--- src/iaalu_pkg.sv ---
// Shared types, codes and constants for the pipelined integer ALU.
// Used by every module of the ALU; depends on nothing.
package iaalu_pkg;

   localparam int DataWidth = 32;
   localparam int OpWidth   = 3;
   localparam int StWidth   = 2;
   localparam int HalfWidth = DataWidth / 2;

   localparam logic [OpWidth-1:0] OP_ADD = 3'd0;
   localparam logic [OpWidth-1:0] OP_SUB = 3'd1;
   localparam logic [OpWidth-1:0] OP_MUL = 3'd2;
   localparam logic [OpWidth-1:0] OP_DIV = 3'd3;
   localparam logic [OpWidth-1:0] OP_MOD = 3'd4;

   localparam logic [StWidth-1:0] ST_OK       = 2'd0;
   localparam logic [StWidth-1:0] ST_BAD_OP   = 2'd1;
   localparam logic [StWidth-1:0] ST_DIV_ZERO = 2'd2;
   localparam logic [StWidth-1:0] ST_MOD_ZERO = 2'd3;

   // One slot travelling down the divider chain.
   typedef struct packed {
      logic                 valid;
      logic                 is_div;
      logic                 is_mod;
      logic                 q_neg;
      logic                 r_neg;
      logic [StWidth-1:0]   status;
      logic [DataWidth-1:0] fixed;      // result for non-divide operations
      logic [DataWidth-1:0] divisor;    // magnitude
      logic [DataWidth-1:0] quot;       // dividend bits shift out, quotient bits in
      logic [DataWidth:0]   rem;        // partial remainder
   } slot_type;

endpackage

--- src/iaalu_front.sv ---
// Input stage: decodes the operation, does add/sub, a split 32x32 multiply
// over two stages, and prepares divide magnitudes. Depends on iaalu_pkg.
module iaalu_front (
   input  logic                          clock,
   input  logic                          reset,
   input  logic                          advance,
   input  logic                          in_valid,
   input  logic [iaalu_pkg::OpWidth-1:0]   op,
   input  logic [iaalu_pkg::DataWidth-1:0] left_operand,
   input  logic [iaalu_pkg::DataWidth-1:0] right_operand,
   output iaalu_pkg::slot_type           slot_out
);
   import iaalu_pkg::*;

   // stage one registers
   logic                 valid_ff;
   logic [OpWidth-1:0]   op_ff;
   logic [DataWidth-1:0] a_ff;
   logic [DataWidth-1:0] b_ff;
   logic [DataWidth-1:0] lo_ff;      // a_lo * b_lo
   logic [DataWidth-1:0] cross_ff;   // a_lo*b_hi + a_hi*b_lo, low half used

   logic [DataWidth-1:0] lo_in;
   logic [DataWidth-1:0] cross_in;
   slot_type             slot_in;
   slot_type             slot_ff;
   logic [DataWidth-1:0] mag_a;
   logic [DataWidth-1:0] mag_b;
   logic [DataWidth-1:0] prod;

   always_comb begin
      lo_in    = DataWidth'(left_operand[HalfWidth-1:0])
               * DataWidth'(right_operand[HalfWidth-1:0]);
      cross_in = DataWidth'(left_operand[HalfWidth-1:0])
               * DataWidth'(right_operand[DataWidth-1:HalfWidth])
               + DataWidth'(left_operand[DataWidth-1:HalfWidth])
               * DataWidth'(right_operand[HalfWidth-1:0]);
   end

   always_comb begin
      mag_a = a_ff[DataWidth-1] ? (-a_ff) : a_ff;
      mag_b = b_ff[DataWidth-1] ? (-b_ff) : b_ff;
      prod  = lo_ff + {cross_ff[HalfWidth-1:0], {HalfWidth{1'b0}}};
      slot_in         = '0;
      slot_in.valid   = valid_ff;
      slot_in.divisor = mag_b;
      slot_in.quot    = mag_a;
      slot_in.q_neg   = a_ff[DataWidth-1] ^ b_ff[DataWidth-1];
      slot_in.r_neg   = a_ff[DataWidth-1];
      slot_in.status  = ST_OK;
      case (op_ff)
         OP_ADD: slot_in.fixed = a_ff + b_ff;
         OP_SUB: slot_in.fixed = a_ff - b_ff;
         OP_MUL: slot_in.fixed = prod;
         OP_DIV: begin
            slot_in.is_div = 1'b1;
            if (b_ff == '0) begin
               slot_in.is_div = 1'b0;
               slot_in.status = ST_DIV_ZERO;
            end
         end
         OP_MOD: begin
            slot_in.is_div = 1'b1;
            slot_in.is_mod = 1'b1;
            slot_in.q_neg  = 1'b0;
            if (b_ff == '0) begin
               slot_in.is_div = 1'b0;
               slot_in.status = ST_MOD_ZERO;
            end
         end
         default: slot_in.status = ST_BAD_OP;
      endcase
   end

   always_ff @(posedge clock) begin
      if (reset) begin
         valid_ff      <= 1'b0;
         slot_ff.valid <= 1'b0;
      end else if (advance) begin
         valid_ff      <= in_valid;
         slot_ff.valid <= slot_in.valid;
      end
      if (advance) begin
         op_ff    <= op;
         a_ff     <= left_operand;
         b_ff     <= right_operand;
         lo_ff    <= lo_in;
         cross_ff <= cross_in;
         slot_ff.is_div  <= slot_in.is_div;
         slot_ff.is_mod  <= slot_in.is_mod;
         slot_ff.q_neg   <= slot_in.q_neg;
         slot_ff.r_neg   <= slot_in.r_neg;
         slot_ff.status  <= slot_in.status;
         slot_ff.fixed   <= slot_in.fixed;
         slot_ff.divisor <= slot_in.divisor;
         slot_ff.quot    <= slot_in.quot;
         slot_ff.rem     <= slot_in.rem;
      end
   end

   assign slot_out = slot_ff;

endmodule

--- config.mk ---
export PLATFORM = sky130hd
export DESIGN_NAME = iaalu_front
export DESIGN_NICKNAME = d
export VERILOG_FILES = /design/src/iaalu_pkg.sv /design/src/iaalu_front.sv
export SDC_FILE = /design/constraint.sdc
export NUM_CORES = 2
export LEC_CHECK = 0
export BUFFER_PORTS_ARGS = -buffer_cell sky130_fd_sc_hd__buf_2
export CAP_MARGIN = 20
export CELL_PAD_IN_SITES_DETAIL_PLACEMENT = 1
export CELL_PAD_IN_SITES_GLOBAL_PLACEMENT = 1
export CORE_MARGIN = 2
export CORE_UTILIZATION = 45
export DETAILED_ROUTE_END_ITERATION = 8
export PLACE_DENSITY = 0.81
export SLEW_MARGIN = 10
export SYNTH_ARGS = -nofsm -noshare
export SYNTH_HDL_FRONTEND = slang
export SYNTH_SLANG_ARGS = --single-unit
--- constraint.sdc ---
create_clock -name clock -period 7.1 [get_ports clock]
set_input_delay 1.065 -clock clock [delete_from_list [all_inputs] [get_ports clock]]
set_output_delay 1.065 -clock clock [all_outputs]
set_load 0.005 [all_outputs]
* Word level (Yosys, flattened, before mapping) *
Index checks and enable logic that the tools add are counted.

storage, ports and cells
  register bits = 219
  output and inout port bits = 136
  word-level logic and storage cells = 43

cells by class
  add/subtract/negate cells = 6
  multipliers = 3
  equal/unequal tests = 4
  multiplexer cells = 8
  bitwise operators = 1
  reduce and logical (&&, ||, !) cells = 4

operators by type and width
  operator                                       count
  one-hot mux 32 bit (3 select lines)            1
  adder 32 bit                                   2
  negator 32 bit                                 2
  two-way mux 31 bit                             2
  zero test 32 bit                               1
  multiplier 16 x 16 -> 16 bit                   2
  multiplier 16 x 16 -> 32 bit                   1
  subtractor 32 bit                              1
  adder 16 bit                                   1
  == test 3 x 2 -> 1 bit, second input constant  2
  two-way mux 2 bit                              3
  one-hot mux 2 bit (3 select lines)             1
  == test 3 x 1 -> 1 bit, second input constant  1
  == test 3 bit, second input constant           1
  zero test 3 bit                                1
  OR reduction 3 bit                             1
  OR reduction 2 bit                             1
  two-way mux 1 bit                              1
  XOR 1 bit                                      1

* Depth between registers and ports, before layout *
  word-level depth = 3
  mapped depth = 26

* Least setup slack after synthesis *
Ideal clock, no wire load.

  kind = input-to-reg
  from = in left_operand[12] (netlist bit)
  to = reg cross_ff[15] (data pin)
  data arrival time = 6.949 ns
  slack = -0.115 ns
  stages = 25
  path through = clkbuf_1 -> clkbuf_1 -> nand2_1 -> fa_1 -> inv_1 -> fa_1 -> inv_1 -> fa_1 -> inv_1 -> fa_1 -> inv_1 -> fa_1 -> fa_1 -> inv_1 -> fa_1 -> inv_1 -> fa_1 -> xnor2_1 -> xnor2_1 -> xnor2_1 -> xnor2_1 -> xnor2_1 -> xnor2_1 -> xnor2_1 -> xnor2_1

on the way
  longest elaborated chain between the ends = 2

RTL lines
  what                          line               source
  from (decl)                   iaalu_front.sv:9   input logic [iaalu_pkg::DataWidth-1:0] left_operand,
  multiplier 16 x 16 -> 16 bit  iaalu_front.sv:35  * DataWidth'(right_operand[DataWidth-1:HalfWidth])
  adder 16 bit                  iaalu_front.sv:36  + DataWidth'(left_operand[DataWidth-1:HalfWidth])
  via cross_in[15]              iaalu_front.sv:24  logic [DataWidth-1:0] cross_in;
  to (signal assigned)          iaalu_front.sv:88  cross_ff <= cross_in;
  to (decl)                     iaalu_front.sv:21  logic [DataWidth-1:0] cross_ff;

The timed path passes the listed nets, and every way through them passes these cells.
A chain may end at the register's enable or synchronous reset.

* Final worst setup path *
  from = in left_operand[2] (netlist bit)
  to = reg cross_ff[14] (data pin)

Same word-level chain as after synthesis.

==> flow_summary.ini <==
[run_status]
status = completed

[sta]
maxSlewViolCount = 0
fin_crit_sh = 0.969
fin_crit_ns = 6.88
fmax_mhz = 145
skew_ns = 0.0194
rsz0062_at_grt = yes
worst_pin_slew_ns = 0.873
slew_headroom = 0.416
hold_violations = 0
setup_viol = 0

[worst_setup_path]
arrival_ns = 7.19
worstRegToRegCells = 15
required_ns = 7.41
crit_path_frequent_cell = fa_1
critPathLaunchType = input port
cp_num_buf_inv = 9
crit-reg2reg-capture = slot_out[127]
r2r_slack_ns = 1.17
worstReg2RegStart = b_ff[0]
max_stage_delay_ns = 0.58
crit_family = adder cells
path_max_fanout = 19
critPathKind = in -> reg
cp-end-kind = flip-flop
slowest_stage = fa_1

[final_layout]
synthToLayoutAreaGrowth_pct = 13.6
finalNonFillerCells = 3854
drive_gt1_frac = 0.136
nets = 3744

[floorplan]
die_h_um = 251
coreArea_mm2 = 0.0605
initial_utilization = 0.455
die_area_mm2 = 0.0632
row_count = 90
io-pin-count = 207
die_w_um = 251

[place]
routabilityCongestion = 0.962
dp_hpwl_um = 78000
place_inst = 3803
numPortBuffers = 173

[worst_hold_path]
whs_path_depth = 2
whs_endpoint = slot_out[135]
hold_path_class = reg -> reg
hold_start = slot_out[135]

[drt]
vias_per_cell = 5.51
route.met3.wl_um = 5920
top_layer = met5
routed_wirelength_um = 94000
wire_per_inst_um = 24.4
wl_met1_um = 37300
drt_iter0_drc = 1404
drtPass1Iterations = 5
drtAntennaViolNets = 0
num_vias = 21253
drc = 0
routed-wl-met2_um = 45800

[synthesis]
syn_inst = 2782
synth_edf_count = 217
yosys_warnings = 0
synthArstFlopShare = 0
synthFlopType = edfxtp_1
ys_types = 66
synth_area_mm2 = 0.0275
avgSynthCellArea_um2 = 9.90
yosysSeqAreaShare = 0.238
ys_ff_latch = 219

[global_route]
grt_pass1_vias = 23800
grt_max_degree = 85
grt_overflow = 0
grtUsageTotal = 0.300
antenna_found_initial = 11
grt_pass1_wl_um = 143000

[clock_network]
clk_pin_slew_ns = 0.08
clk_latency_ns = 0.55
clock_tree.buffer_depth = 3
cts_buffers = 25
root_buffer = clkbuf_16
cts_tree = done
htree_levels = 1
cts_hold_buf = 0
cts.sinks = 219

[job]
cap_violations = 0
-- metrics by stage --
stage	worst slack, ns	utilization	setup TNS (ns)	cell area (um2)	hold slack (ns)
2_1_floorplan	0.0296	-	0	27700	0.451
5_1_grt	-0.0189	0.517	-0.0240	31300	0.551
3_5_place_dp	-0.486	0.501	-2.60	30300	0.505
6_report	0.217	0.517	0	31300	0.513
3_3_place_gp	-0.371	0.501	-0.793	30300	0.474
4_1_cts	0.0321	0.515	0	31100	0.519
-- cells in the final DEF (no fill, tap or decap), types with 8 or more instances in the layout --
master     Yosys  routed
o21a_1         9       9
nand3_1        9       9
or2_2          8       8
nor2_1        63      63
o41ai_1       13      11
and2_1       271     271
a211oi_1      11      11
xnor2_1      152     152
edfxtp_1     217     217
a31oi_1       11      11
ha_1         243     241
buf_12         0       8
xor2_1        71      71
conb_1         1      33
nor3_1        21      21
o21ai_0       82      80
inv_1        475     472
a21oi_1       51      51
nor2b_1       10      10
nand2b_1      18      18
o22ai_1       10      10
or3_1         14      14
clkbuf_16      0      25
fa_1         380     378
buf_4         33     172
or4_1         11      11
o31ai_1       19      19
o211ai_1       8       8
nand2_1      356     356
buf_2          2     169
a21o_1        29      29
-- kinds of logic after synthesis --
group | count (synthesis) | share of synthesized area
compound gates | 277 | 0.0654
flops | 219 | 0.238
buf+inv | 620 | 0.0894
mux | 5 | 0.00182
simple gates | 814 | 0.148
other cells | 1 | 0.000136
xor+xnor | 223 | 0.0709
fa+ha+maj | 623 | 0.387
-- state kept, by name (all words and copies together) (netlist names) --
register  cells
a_ff         32
lo_ff        32
op_ff         3
valid_ff      1
slot_out    103
cross_ff     16
b_ff         32
-- cells in the mapped netlist (21+ instances only) --
cell type    n  area (um2)
inv_1      475        1780
fa_1       380        7610
nand2_1    356        1340
and2_1     271        1700
ha_1       243        3040
edfxtp_1   217        6520
xnor2_1    152        1330
clkbuf_1   106         398
o21ai_0     82         410
xor2_1      71         622
nor2_1      63         236
a21oi_1     51         255
buf_4       33         248
a21o_1      29         218
nor3_1      21         105
-- repair_timing --
item	in CTS	in global routing
setup buffers	0	1
setup endpoints to repair	0	7
resized for setup	0	22
-- how the worst max path moves through the flow --
stage                            from           end  cells past startpoint  slack [ns]
floorplan            right_operand[4]  cross_ff[15]                     23        0.03
global placement    right_operand[20]  cross_ff[15]                     26       -0.37
detailed placement  right_operand[19]  cross_ff[15]                     27       -0.49
CTS                   left_operand[3]  cross_ff[15]                     26        0.03
global route          left_operand[2]  cross_ff[15]                     26       -0.02
finish                left_operand[2]  cross_ff[14]                     25        0.22
-- routing by layer --
| metal | vias up | track usage |
|---|---|---|
| li1 | 9283 | - |
| met1 | 10922 | 0.374 |
| met2 | 795 | 0.515 |
| met3 | 247 | 0.0464 |
| met4 | 6 | 0.134 |
| met5 | - | 0 |
-- tightest hold or removal path, delay by kind of cell (launching register included) --
family           cells  cell delay, ns
DFF                  1            0.33
muxes                1            0.07
and+or+nand+nor      1            0.08
-- final cells by class --
type,instances,area [um2]
multi-input cells,1975,18700
repair buffers,354,2390
inverters,475,1780
clock inverters,11,188
fillers,6745,29200
well taps,782,978
diodes,5,12.5
clock buffers,33,666
flip-flops and latches,219,6560
Power is not shown: default switching activity piles up to over one toggle a cycle in this logic, so the estimate is an artifact.
