`src/iaalu_pkg.sv`:
```
// Shared types, codes and constants for the pipelined integer ALU.
// Used by every module of the ALU; depends on nothing.
package iaalu_pkg;

   localparam int DataWidth = 32;
   localparam int OpWidth   = 3;
   localparam int StWidth   = 2;
   localparam int HalfWidth = DataWidth / 2;

   localparam logic [OpWidth-1:0] OP_ADD = 3'd0;
   localparam logic [OpWidth-1:0] OP_SUB = 3'd1;
   localparam logic [OpWidth-1:0] OP_MUL = 3'd2;
   localparam logic [OpWidth-1:0] OP_DIV = 3'd3;
   localparam logic [OpWidth-1:0] OP_MOD = 3'd4;

   localparam logic [StWidth-1:0] ST_OK       = 2'd0;
   localparam logic [StWidth-1:0] ST_BAD_OP   = 2'd1;
   localparam logic [StWidth-1:0] ST_DIV_ZERO = 2'd2;
   localparam logic [StWidth-1:0] ST_MOD_ZERO = 2'd3;

   // One slot travelling down the divider chain.
   typedef struct packed {
      logic                 valid;
      logic                 is_div;
      logic                 is_mod;
      logic                 q_neg;
      logic                 r_neg;
      logic [StWidth-1:0]   status;
      logic [DataWidth-1:0] fixed;      // result for non-divide operations
      logic [DataWidth-1:0] divisor;    // magnitude
      logic [DataWidth-1:0] quot;       // dividend bits shift out, quotient bits in
      logic [DataWidth:0]   rem;        // partial remainder
   } slot_type;

endpackage

```
`src/iaalu_cell.sv`:
```
// One restoring-divide step cell of the ALU chain; passes its slot on each cycle that the chain advances.
// Depends on iaalu_pkg.
module iaalu_cell (
   input  logic                clock,
   input  logic                reset,
   input  logic                advance,
   input  iaalu_pkg::slot_type slot_in,
   output iaalu_pkg::slot_type slot_out
);
   import iaalu_pkg::*;

   slot_type            slot_ff;
   slot_type            slot_in_w;
   logic [DataWidth:0]  shifted;
   logic [DataWidth:0]  diff;

   always_comb begin
      slot_in_w = slot_in;
      shifted   = {slot_in.rem[DataWidth-1:0], slot_in.quot[DataWidth-1]};
      diff      = shifted - {1'b0, slot_in.divisor};
      if (diff[DataWidth]) begin
         slot_in_w.rem  = shifted;
         slot_in_w.quot = {slot_in.quot[DataWidth-2:0], 1'b0};
      end else begin
         slot_in_w.rem  = diff;
         slot_in_w.quot = {slot_in.quot[DataWidth-2:0], 1'b1};
      end
   end

   always_ff @(posedge clock) begin
      if (reset) begin
         slot_ff.valid <= 1'b0;
      end else if (advance) begin
         slot_ff.valid <= slot_in.valid;
      end
      if (advance) begin
         slot_ff.is_div  <= slot_in_w.is_div;
         slot_ff.is_mod  <= slot_in_w.is_mod;
         slot_ff.q_neg   <= slot_in_w.q_neg;
         slot_ff.r_neg   <= slot_in_w.r_neg;
         slot_ff.status  <= slot_in_w.status;
         slot_ff.fixed   <= slot_in_w.fixed;
         slot_ff.divisor <= slot_in_w.divisor;
         slot_ff.quot    <= slot_in_w.quot;
         slot_ff.rem     <= slot_in_w.rem;
      end
   end

   assign slot_out = slot_ff;

endmodule

```
`config.mk`:
```
export PLATFORM = sky130hd
export DESIGN_NAME = iaalu_cell
export DESIGN_NICKNAME = d
export VERILOG_FILES = /design/src/iaalu_pkg.sv /design/src/iaalu_cell.sv
export SDC_FILE = /design/constraint.sdc
export NUM_CORES = 1
export LEC_CHECK = 0
export CELL_PAD_IN_SITES_DETAIL_PLACEMENT = 1
export CELL_PAD_IN_SITES_GLOBAL_PLACEMENT = 1
export CORE_UTILIZATION = 49
export DETAILED_ROUTE_END_ITERATION = 8
export DONT_BUFFER_PORTS = 1
export GPL_ROUTABILITY_DRIVEN = 0
export PLACE_DENSITY_LB_ADDON = 0.1
export SLEW_MARGIN = 10
export SYNTH_ARGS = -nofsm -noshare
export SYNTH_HDL_FRONTEND = slang
export SYNTH_SLANG_ARGS = --single-unit
```
`constraint.sdc`:
```
create_clock -name clock -period 4 [get_ports clock]
set_input_delay 0.6 -clock clock [delete_from_list [all_inputs] [get_ports clock]]
set_output_delay 0.6 -clock clock [all_outputs]
set_load 0.01 [all_outputs]
```
# After elaboration in Yosys (flattened, before gate mapping)
# Cells that the tools add are included.
# W data, S select, Z words.
[word_totals] reg_bits=136 in_bits=139
[op_classes] addsub=1 n_mux=1
[ops] operator="$mux W34" count=1
[ops] operator="$sub A33 B32 Y33" count=1

# Longest topological paths before layout
# Gate-level depths: netlist of the first run.
[depth] word_depth=2 depth_mapped=12 ltp_nobuf=11

# Worst setup path before layout of the first run
# OpenSTA, ideal clock, no wires.
[synth_timing] path_kind="in2reg" from="input slot_in[64] (netlist bit)" to="register slot_ff (netlist bit slot_out[10]), data pin" arrival_ns=2.880 t_required_ns=3.740 setup_slack_ns=0.860 path_stages=12 n_path_buf=1 path_cell_list="inv_1 -> ha_1 -> fa_1 -> nor2b_1 -> o31a_1 -> a211oi_2 -> nor2_4 -> o21ai_4 -> o21ai_4 -> xor2_4 -> buf_6 -> mux2_4"
[synth_lines] item="start: declaration" line_no="iaalu_cell.sv:7" source="input iaalu_pkg::slot_type slot_in,"
[synth_lines] item="end: declaration" line_no="iaalu_cell.sv:12" source="slot_type slot_ff;"

==> results.json, run 1 <==
{
  "status": "finished, final reports clean",
  "numCtsBuffers": 17,
  "yosysTopAreaCellShare": 0.6095,
  "fillers": 1312,
  "die_x_um": 118.5,
  "required_ns": 4.15,
  "max_slew_margin": 0.7171,
  "synth_cell_types": 55,
  "initial_core_util": 0.5023,
  "setup_violations": 0,
  "endpoint": "slot_out[3]$_DFFE_PP_",
  "rows": 42,
  "portBuffers": 0,
  "timing.rr.end": "slot_out[135]$_SDFFE_PP0P_",
  "power.density_nw_per_um2": 533.5,
  "yosysMostFrequentCell": "edfxtp_1",
  "antenna_found_initial": 2,
  "synth_edf_count": 135,
  "power_mw": 3.947,
  "reg2reg_slack_ns": 3.36,
  "synth-main-ff-cell": "edfxtp_1",
  "period_minus_slack_ns": 3.016,
  "setup_tns_ns": 0,
  "endpoint_kind": "flip-flop",
  "worst_pin_slew_ns": 0.4244,
  "first_global_vias": 4048,
  "syn_inst": 491,
  "avgSynthCellArea_sq_um": 13.55,
  "clkLatencyLatePin_ns": 0.41,
  "nNetsFinal": 670,
  "vias_per_cell": 5.847,
  "regToRegStartpoint": "slot_out[135]$_SDFFE_PP0P_",
  "drt_iter0_markers": 196,
  "maxCapViolCount": 0,
  "cts_resized": 0,
  "reg2reg_depth": 2,
  "cts_setup_buffers": 0,
  "syn_area_sq_um": 6651,
  "grt_pass1_wl_mm": 24.65,
  "crit_start": "slot_in[64]",
  "cp-start-kind": "primary input",
  "finalCritPeriodShare": 0.7539,
  "core_sq_um": 13240,
  "synthArstFlopShare": 0,
  "postCtsHoldBufs": 0,
  "syn_to_final_growth_pct": 11.23,
  "overflow": 0,
  "drive_gt1_frac": 0.1370,
  "rsz0062_at_grt": "false",
  "ios": 275,
  "cts_tree": "built",
  "syn-num-nets": 663,
  "grt_use_total": 0.2408,
  "cts-root-buf": "clkbuf_16",
  "hpwl_mm": 12.45,
  "crit_arrival_ns": 3.17,
  "slew_violations": 0,
  "cts_sinks": 136,
  "grt_max_degree": 137,
  "vias": 4023,
  "htreeDepth": 4,
  "die_area_sq_um": 14040,
  "p_leak_nw": 2.867,
  "drc": 0,
  "clk_pin_slew_ns": 0.06,
  "crit_type": "primary input to flip-flop",
  "synth_commonest_cells": "edfxtp_1 (135), inv_1 (41), a21oi_1 (34)",
  "hold_class": "primary input to flip-flop",
  "fin_hold_ws_ns": 0.2585,
  "path_max_fanout": 23,
  "ir_drop_mv": 0.3257,
  "netlist_top_cells_area": "edfxtp_1 (61%), ha_1 (6.0%), mux2_4 (5.4%)",
  "dr.pass1.iters": 5,
  "largest_reg_flops": 136,
  "fmax_mhz": 331.6,
  "antenna_left": 0,
  "routed_wl_mm": 16.78,
  "netlist.top_cell.by_area": "edfxtp_1",
  "synth-warning-count": 0,
  "final_hold_viol_count": 0,
  "finClkSkew_ns": 0,
  "routedWlPerCell_um": 24.39,
  "dieHeight_um": 118.5,
  "cts.path.max_buffers": 2,
  "ys_seq_area_frac": 0.6125,
  "synth-seq-cells": 136
}
## worst min-delay path by stage
stage / startpoint / endpoint / slack (ns) / cells after the start
2_1_floorplan: slot_out[135]$_SDFFE_PP0P_ / slot_out[135]$_SDFFE_PP0P_ / 0.53 / 2
3_3_place_gp: slot_out[135]$_SDFFE_PP0P_ / slot_out[135]$_SDFFE_PP0P_ / 0.55 / 2
3_5_place_dp: slot_out[135]$_SDFFE_PP0P_ / slot_out[135]$_SDFFE_PP0P_ / 0.56 / 2
4_1_cts: reset / slot_out[135]$_SDFFE_PP0P_ / 0.24 / 1
5_1_grt: reset / slot_out[135]$_SDFFE_PP0P_ / 0.24 / 1
6_report: reset / slot_out[135]$_SDFFE_PP0P_ / 0.26 / 1
## worst max-delay path, stage by stage
cell      delay, ns
inv_1          0.04
ha_1           0.22
fa_1           0.41
nor2b_1        0.16
o31a_1         0.26
a211oi_2       0.13
nor2_4         0.19
o21ai_4        0.13
o21ai_4        0.23
xor2_4         0.20
buf_12         0.23
mux2_1         0.36
## cells in the final DEF, fill, tap and decap left out, drive strengths merged, types with 2 or more instances in the layout
cell type	count
nor2b	4
and4	2
xnor2	16
ha	32
nand2	33
o2111ai	2
o21ai	25
o21a	4
nor2	22
nand3	9
and3	5
buf	2
a21o	8
nand2b	4
inv	44
o211ai	4
a31o	3
nor3	5
mux2i	9
bufinv	2
nand4	7
a211oi	6
o21bai	3
mux2	27
a21oi	35
clkinv	10
edfxtp	135
and2	3
xor2	10
a31oi	6
a41oi	2
clkbuf	17
## routing by layer
metal	track usage	share of wire	vias to the layer above
met4	0.08940	0.018	0
met2	0.4114	0.52	164
met1	0.2762	0.39	1995
met3	0.08784	0.074	20
met5	0	0	-
li1	-	-	1844
## power by group
group / internal (mW) / total (mW) / switching (mW)
Clock: 0.918 / 1.54 / 0.617
Sequential: 1.75 / 1.90 / 0.145
Combinational: 0.249 / 0.515 / 0.266
## metrics by stage
step | utilization | instance area (sq um) | std cells | setup slack, ns
finish | 0.5587 | 7398 | 688 | 0.9844
global route | 0.5587 | 7398 | 688 | 0.8010
CTS | 0.5585 | 7396 | 687 | 0.9627
detailed placement | 0.5148 | 6818 | 655 | 0.5273
global placement | 0.5148 | 6818 | 655 | 0.5847
floorplan | - | 6651 | 491 | 0.8600
## cell type report
cell class | count | area [sq um] | area share
antenna | 1 | 2.502 | 0.0003382
clock buffer | 17 | 425.4 | 0.05750
clock inverter | 15 | 152.6 | 0.02063
inverter | 42 | 157.7 | 0.02131
multi-input combinational | 299 | 2338 | 0.3161
sequential | 136 | 4074 | 0.5507
tap | 176 | 220.2 | 0.02976
timing repair buffer | 2 | 27.53 | 0.003721
## logic make-up after synthesis
logic type                 count (synthesis)  synth area share
adders and majority gates                 33           0.06320
xor gates and xnor gates                  26           0.03706
and+or+nand+nor                           99           0.07355
buffers and inverters                     56           0.03593
AOI/OAI and AO/OA                        105            0.1050
DFF                                      136            0.6125
muxes                                     36           0.07280
(Power assumes the default switching activity.)
==> inputs of run 2 (changes only) <==
Clock period 4 ns to 3.02 ns, I/O delays scaled along.
==> results.json, run 2 (synthesized netlist as in run 1, its figures left out) <==
{
  "status": "finished, final reports clean",
  "antenna_cells": 0,
  "cp-start-kind": "primary input",
  "vias_per_cell": 5.734,
  "clock_power_share": 0.398,
  "nNetsFinal": 695,
  "hold_class": "primary input to flip-flop",
  "required_ns": 3.19,
  "crit_type": "primary input to flip-flop",
  "clk_pin_slew_ns": 0.06,
  "antenna_found_initial": 0,
  "worst_pin_slew_ns": 0.4885,
  "cts_tree": "built",
  "grt_max_degree": 137,
  "cp_cell_sequence": "inv_1 > ha_1 > fa_1 > nor2b_1 > o31a_1 > a211oi_2 > nor2_4 > o21ai_4 > o21ai_4 > xor2_4 > buf_4 > mux2_4",
  "drive_gt1_frac": 0.1738,
  "numCtsBuffers": 17,
  "power.density_nw_per_um2": 709.1,
  "path_buf_inv": 2,
  "slew_violations": 0,
  "layout.cells.non_filler": 711,
  "p_sw_frac": 0.2473,
  "setup_tns_ns": 0,
  "p_sw_mw": 1.335,
  "antenna_left": 0,
  "dr.pass1.iters": 4,
  "use_met2": 0.4346,
  "syn_to_final_growth_pct": 14.45,
  "reg2reg_slack_ns": 2.39,
  "path_max_fanout": 8,
  "cts.path.max_buffers": 2,
  "routedWlPerCell_um": 23.82,
  "place_ws_ns": -0.1313,
  "postCtsHoldBufs": 0,
  "die_x_um": 118.5,
  "grt_use_total": 0.2443,
  "top_usage_layer": "met2",
  "finClkSkew_ns": 0,
  "max_slew_margin": 0.6743,
  "cts-root-buf": "clkbuf_16",
  "ir_drop_mv": 0.4037,
  "slowest_delay_ns": 0.42,
  "finalCritPeriodShare": 0.8998,
  "final_common_cell": "edfxtp_1",
  "period_minus_slack_ns": 2.718,
  "endpoint_kind": "flip-flop",
  "portBuffers": 0,
  "dp_cells": 680,
  "overflow": 0,
  "mostFrequentLayoutCells": "edfxtp_1 (135), inv_1 (41), a21oi_1 (34)",
  "cpMostUsedCell": "o21ai_4",
  "p_leak_nw": 3.000,
  "cts_resized": 0,
  "power_frac_comb": 0.137,
  "grt_pass1_wl_mm": 24.94,
  "path_delay_family": "adder cells",
  "ios": 275,
  "routed_wl_mm": 16.93,
  "final_hold_viol_count": 0,
  "dieHeight_um": 118.5,
  "p_seq_frac": 0.465,
  "rows": 42,
  "use_met3": 0.1014,
  "vias": 4077,
  "initial_core_util": 0.5023,
  "layout_setup_ws_ns": 0.3025,
  "core_sq_um": 13240,
  "setup_violations": 0,
  "clkLatencyLatePin_ns": 0.41,
  "crit_arrival_ns": 2.89,
  "cts_setup_buffers": 0,
  "rsz0062_at_grt": "false",
  "first_global_vias": 4206,
  "die_area_sq_um": 14040,
  "fmax_mhz": 368.0,
  "cts_sinks": 136,
  "use_met1": 0.2549,
  "internal-power_mw": 4.063,
  "maxCapViolCount": 0,
  "largest_reg_flops": 136,
  "hpwl_mm": 12.88,
  "critPathSlowestCell": "fa_1",
  "drt_iter0_markers": 177,
  "htreeDepth": 4,
  "drc": 0
}
## run 2: cell count changes in the layout (fill, tap and decap cells not counted), sizes merged
cell and change:
buf +25, clkinv -4, diode -1, clkbuf +1
bufinv +2
## run 2: stage by stage
| step | hold WS (ns) | util | cell area (sq um) | power (mW) |
|---|---|---|---|---|
| after global placement | 0.5268 | 0.5290 | 7005 | 3.257 |
| after floorplan | 0.5254 | - | 6651 | 3.060 |
| final | 0.1030 | 0.5748 | 7612 | 5.398 |
| after CTS | 0.08343 | 0.5748 | 7612 | 5.441 |
| after global routing | 0.09304 | 0.5748 | 7612 | 5.567 |
| after detailed placement | 0.5291 | 0.5290 | 7005 | 3.286 |
## run 2: final timing paths
| kind | from | depth (start not counted) | end |
|---|---|---|---|
| worst max-delay path | slot_in[64] | 12 | slot_out[26]$_DFFE_PP_ |
| worst min-delay path | reset | 1 | slot_out[135]$_SDFFE_PP0P_ |
| worst max register to register | slot_out[135]$_SDFFE_PP0P_ | 2 | slot_out[135]$_SDFFE_PP0P_ |
| worst min register to register | slot_out[135]$_SDFFE_PP0P_ | 2 | slot_out[135]$_SDFFE_PP0P_ |
## run 2: layout make-up
type,count,area (sq um)
fill,1327,5630
sequential,136,4074
multi-input combinational,299,2338
clock buffer,18,429.2
tap,176,220.2
timing repair buffer,27,215.2
clock inverter,13,177.7
inverter,42,157.7
## run 2: power by group through the flow
stage	Sequential, mW	Clock, mW	Combinational [mW]
after floorplan	2.50	0	0.562
after global placement	2.55	0	0.709
after detailed placement	2.55	0	0.734
after CTS	2.52	2.18	0.742
after global routing	2.52	2.23	0.811
final	2.51	2.15	0.739
## run 2: layer usage
layer | share of wire | routed length (um)
met5 | 0 | 0
met4 | 0.019 | 323
met3 | 0.083 | 1408
met2 | 0.53 | 8918
met1 | 0.37 | 6282
==> inputs of run 3 (changes only) <==
Settings changed: CORE_UTILIZATION 49 to 51, CTS_BUF_LIST set to sky130_fd_sc_hd__clkbuf_8.
==> results.json, run 3 (synthesized netlist as in run 1, its figures left out) <==
{
  "status": "finished, final reports clean",
  "period_minus_slack_ns": 2.666,
  "dieHeight_um": 116.2,
  "drt_iter0_markers": 131,
  "die_x_um": 116.2,
  "hpwl_mm": 12.43,
  "ir_drop_mv": 0.2393,
  "grt_use_total": 0.2405,
  "path_max_fanout": 20,
  "portBuffers": 0,
  "cp_cell_sequence": "inv_1 > ha_1 > fa_1 > nor2b_1 > o31a_1 > a211oi_2 > nor2_4 > o21ai_4 > o21ai_4 > xor2_4 > buf_12 > mux2_4",
  "dr.pass1.iters": 6,
  "path_delay_family": "adder cells",
  "cts-root-buf": "clkbuf_8",
  "power.density_nw_per_um2": 623.5,
  "numCtsBuffers": 17,
  "setup_tns_ns": 0,
  "cpMostUsedCell": "o21ai_4",
  "drc": 0,
  "cts_tree": "built",
  "max_slew_margin": 0.7323,
  "first_global_vias": 4143,
  "finClkSkew_ns": 0,
  "routed_wl_mm": 16.22,
  "slew_violations": 0,
  "path_buf_inv": 2,
  "crit_type": "primary input to flip-flop",
  "syn_to_final_growth_pct": 10.18,
  "initial_core_util": 0.5249,
  "fmax_mhz": 375.1,
  "rsz0062_at_grt": "false",
  "critPathSlowestCell": "fa_1",
  "core_sq_um": 12670,
  "htreeDepth": 4,
  "cts_resized": 0,
  "p_leak_nw": 2.862,
  "hold_class": "primary input to flip-flop",
  "cp-start-kind": "primary input",
  "ios": 275,
  "antenna_left": 0,
  "grt_pass1_wl_mm": 23.45,
  "vias": 4029,
  "finalCritPeriodShare": 0.8828,
  "die_area_sq_um": 13500,
  "required_ns": 3.21,
  "power_mw": 4.569,
  "vias_per_cell": 5.723,
  "postCtsHoldBufs": 0,
  "crit_arrival_ns": 2.86,
  "overflow": 0,
  "grt_max_degree": 137,
  "clk_pin_slew_ns": 0.07,
  "drive_gt1_frac": 0.1654,
  "cts.path.max_buffers": 2,
  "fin_hold_ws_ns": 0.08976,
  "endpoint_kind": "flip-flop",
  "clkLatencyLatePin_ns": 0.43,
  "cts_sinks": 136,
  "place_ws_ns": -0.1268,
  "antenna_cells": 0,
  "maxCapViolCount": 0,
  "layout_setup_ws_ns": 0.3540,
  "final_common_cell": "edfxtp_1",
  "setup_violations": 0,
  "slowest_delay_ns": 0.41,
  "rows": 41,
  "routedWlPerCell_um": 23.03,
  "antenna_found_initial": 0,
  "mostFrequentLayoutCells": "edfxtp_1 (135), inv_1 (42), a21oi_1 (34)",
  "nNetsFinal": 691,
  "final_core_util": 0.5784,
  "largest_reg_flops": 136,
  "final_hold_viol_count": 0,
  "cts_setup_buffers": 0,
  "worst_pin_slew_ns": 0.3997
}
[run 3: cell types whose count changed in the layout (fill, tap and decap cells not counted), sizes merged]
| cell | before | now |
|---|---|---|
| clkbuf | 18 | 17 |
| bufinv | 4 | 1 |
| clkinv | 6 | 8 |
| clkinvlp | 1 | 3 |
| inv | 44 | 45 |
| buf | 27 | 23 |
[run 3: stage by stage]
stage	cell area (sq um)	cells
CTS	7328	704
global placement	6983	672
finish	7328	704
floorplan	6651	491
detailed placement	6983	672
global route	7328	704
[run 3: final cells by class]
| class | instances | area [sq um] |
|---|---|---|
| clock inverter | 15 | 111.4 |
| fill | 1280 | 5343 |
| timing repair buffer | 23 | 197.7 |
| multi-input combinational | 299 | 2338 |
| clock buffer | 17 | 234.0 |
| tap | 172 | 215.2 |
| inverter | 42 | 157.7 |
| sequential | 136 | 4074 |
[run 3: routing by layer]
layer,part of all wire,vias up,GRT usage
li1,-,1881,-
met1,0.37,1943,0.2602
met2,0.50,173,0.4063
met3,0.089,32,0.09756
met4,0.033,0,0.1248
met5,0,-,0
[run 3: final timing paths]
check / from / end / slack (ns) / depth (start not counted)
setup reg to reg: slot_out[135]$_SDFFE_PP0P_ / slot_out[135]$_SDFFE_PP0P_ / 2.36 / 2
setup / recovery: slot_in[64] / slot_out[15]$_DFFE_PP_ / 0.35 / 12
hold / removal: reset / slot_out[135]$_SDFFE_PP0P_ / 0.09 / 1
hold reg to reg: slot_out[135]$_SDFFE_PP0P_ / slot_out[135]$_SDFFE_PP0P_ / 0.60 / 2
[run 3: power breakdown]
| group | total (mW) | internal (mW) | switching, mW |
|---|---|---|---|
| Combinational | 0.728 | 0.366 | 0.362 |
| Sequential | 2.50 | 2.32 | 0.188 |
| Clock | 1.34 | 0.634 | 0.703 |
| Total | 4.57 | 3.32 | 1.25 |
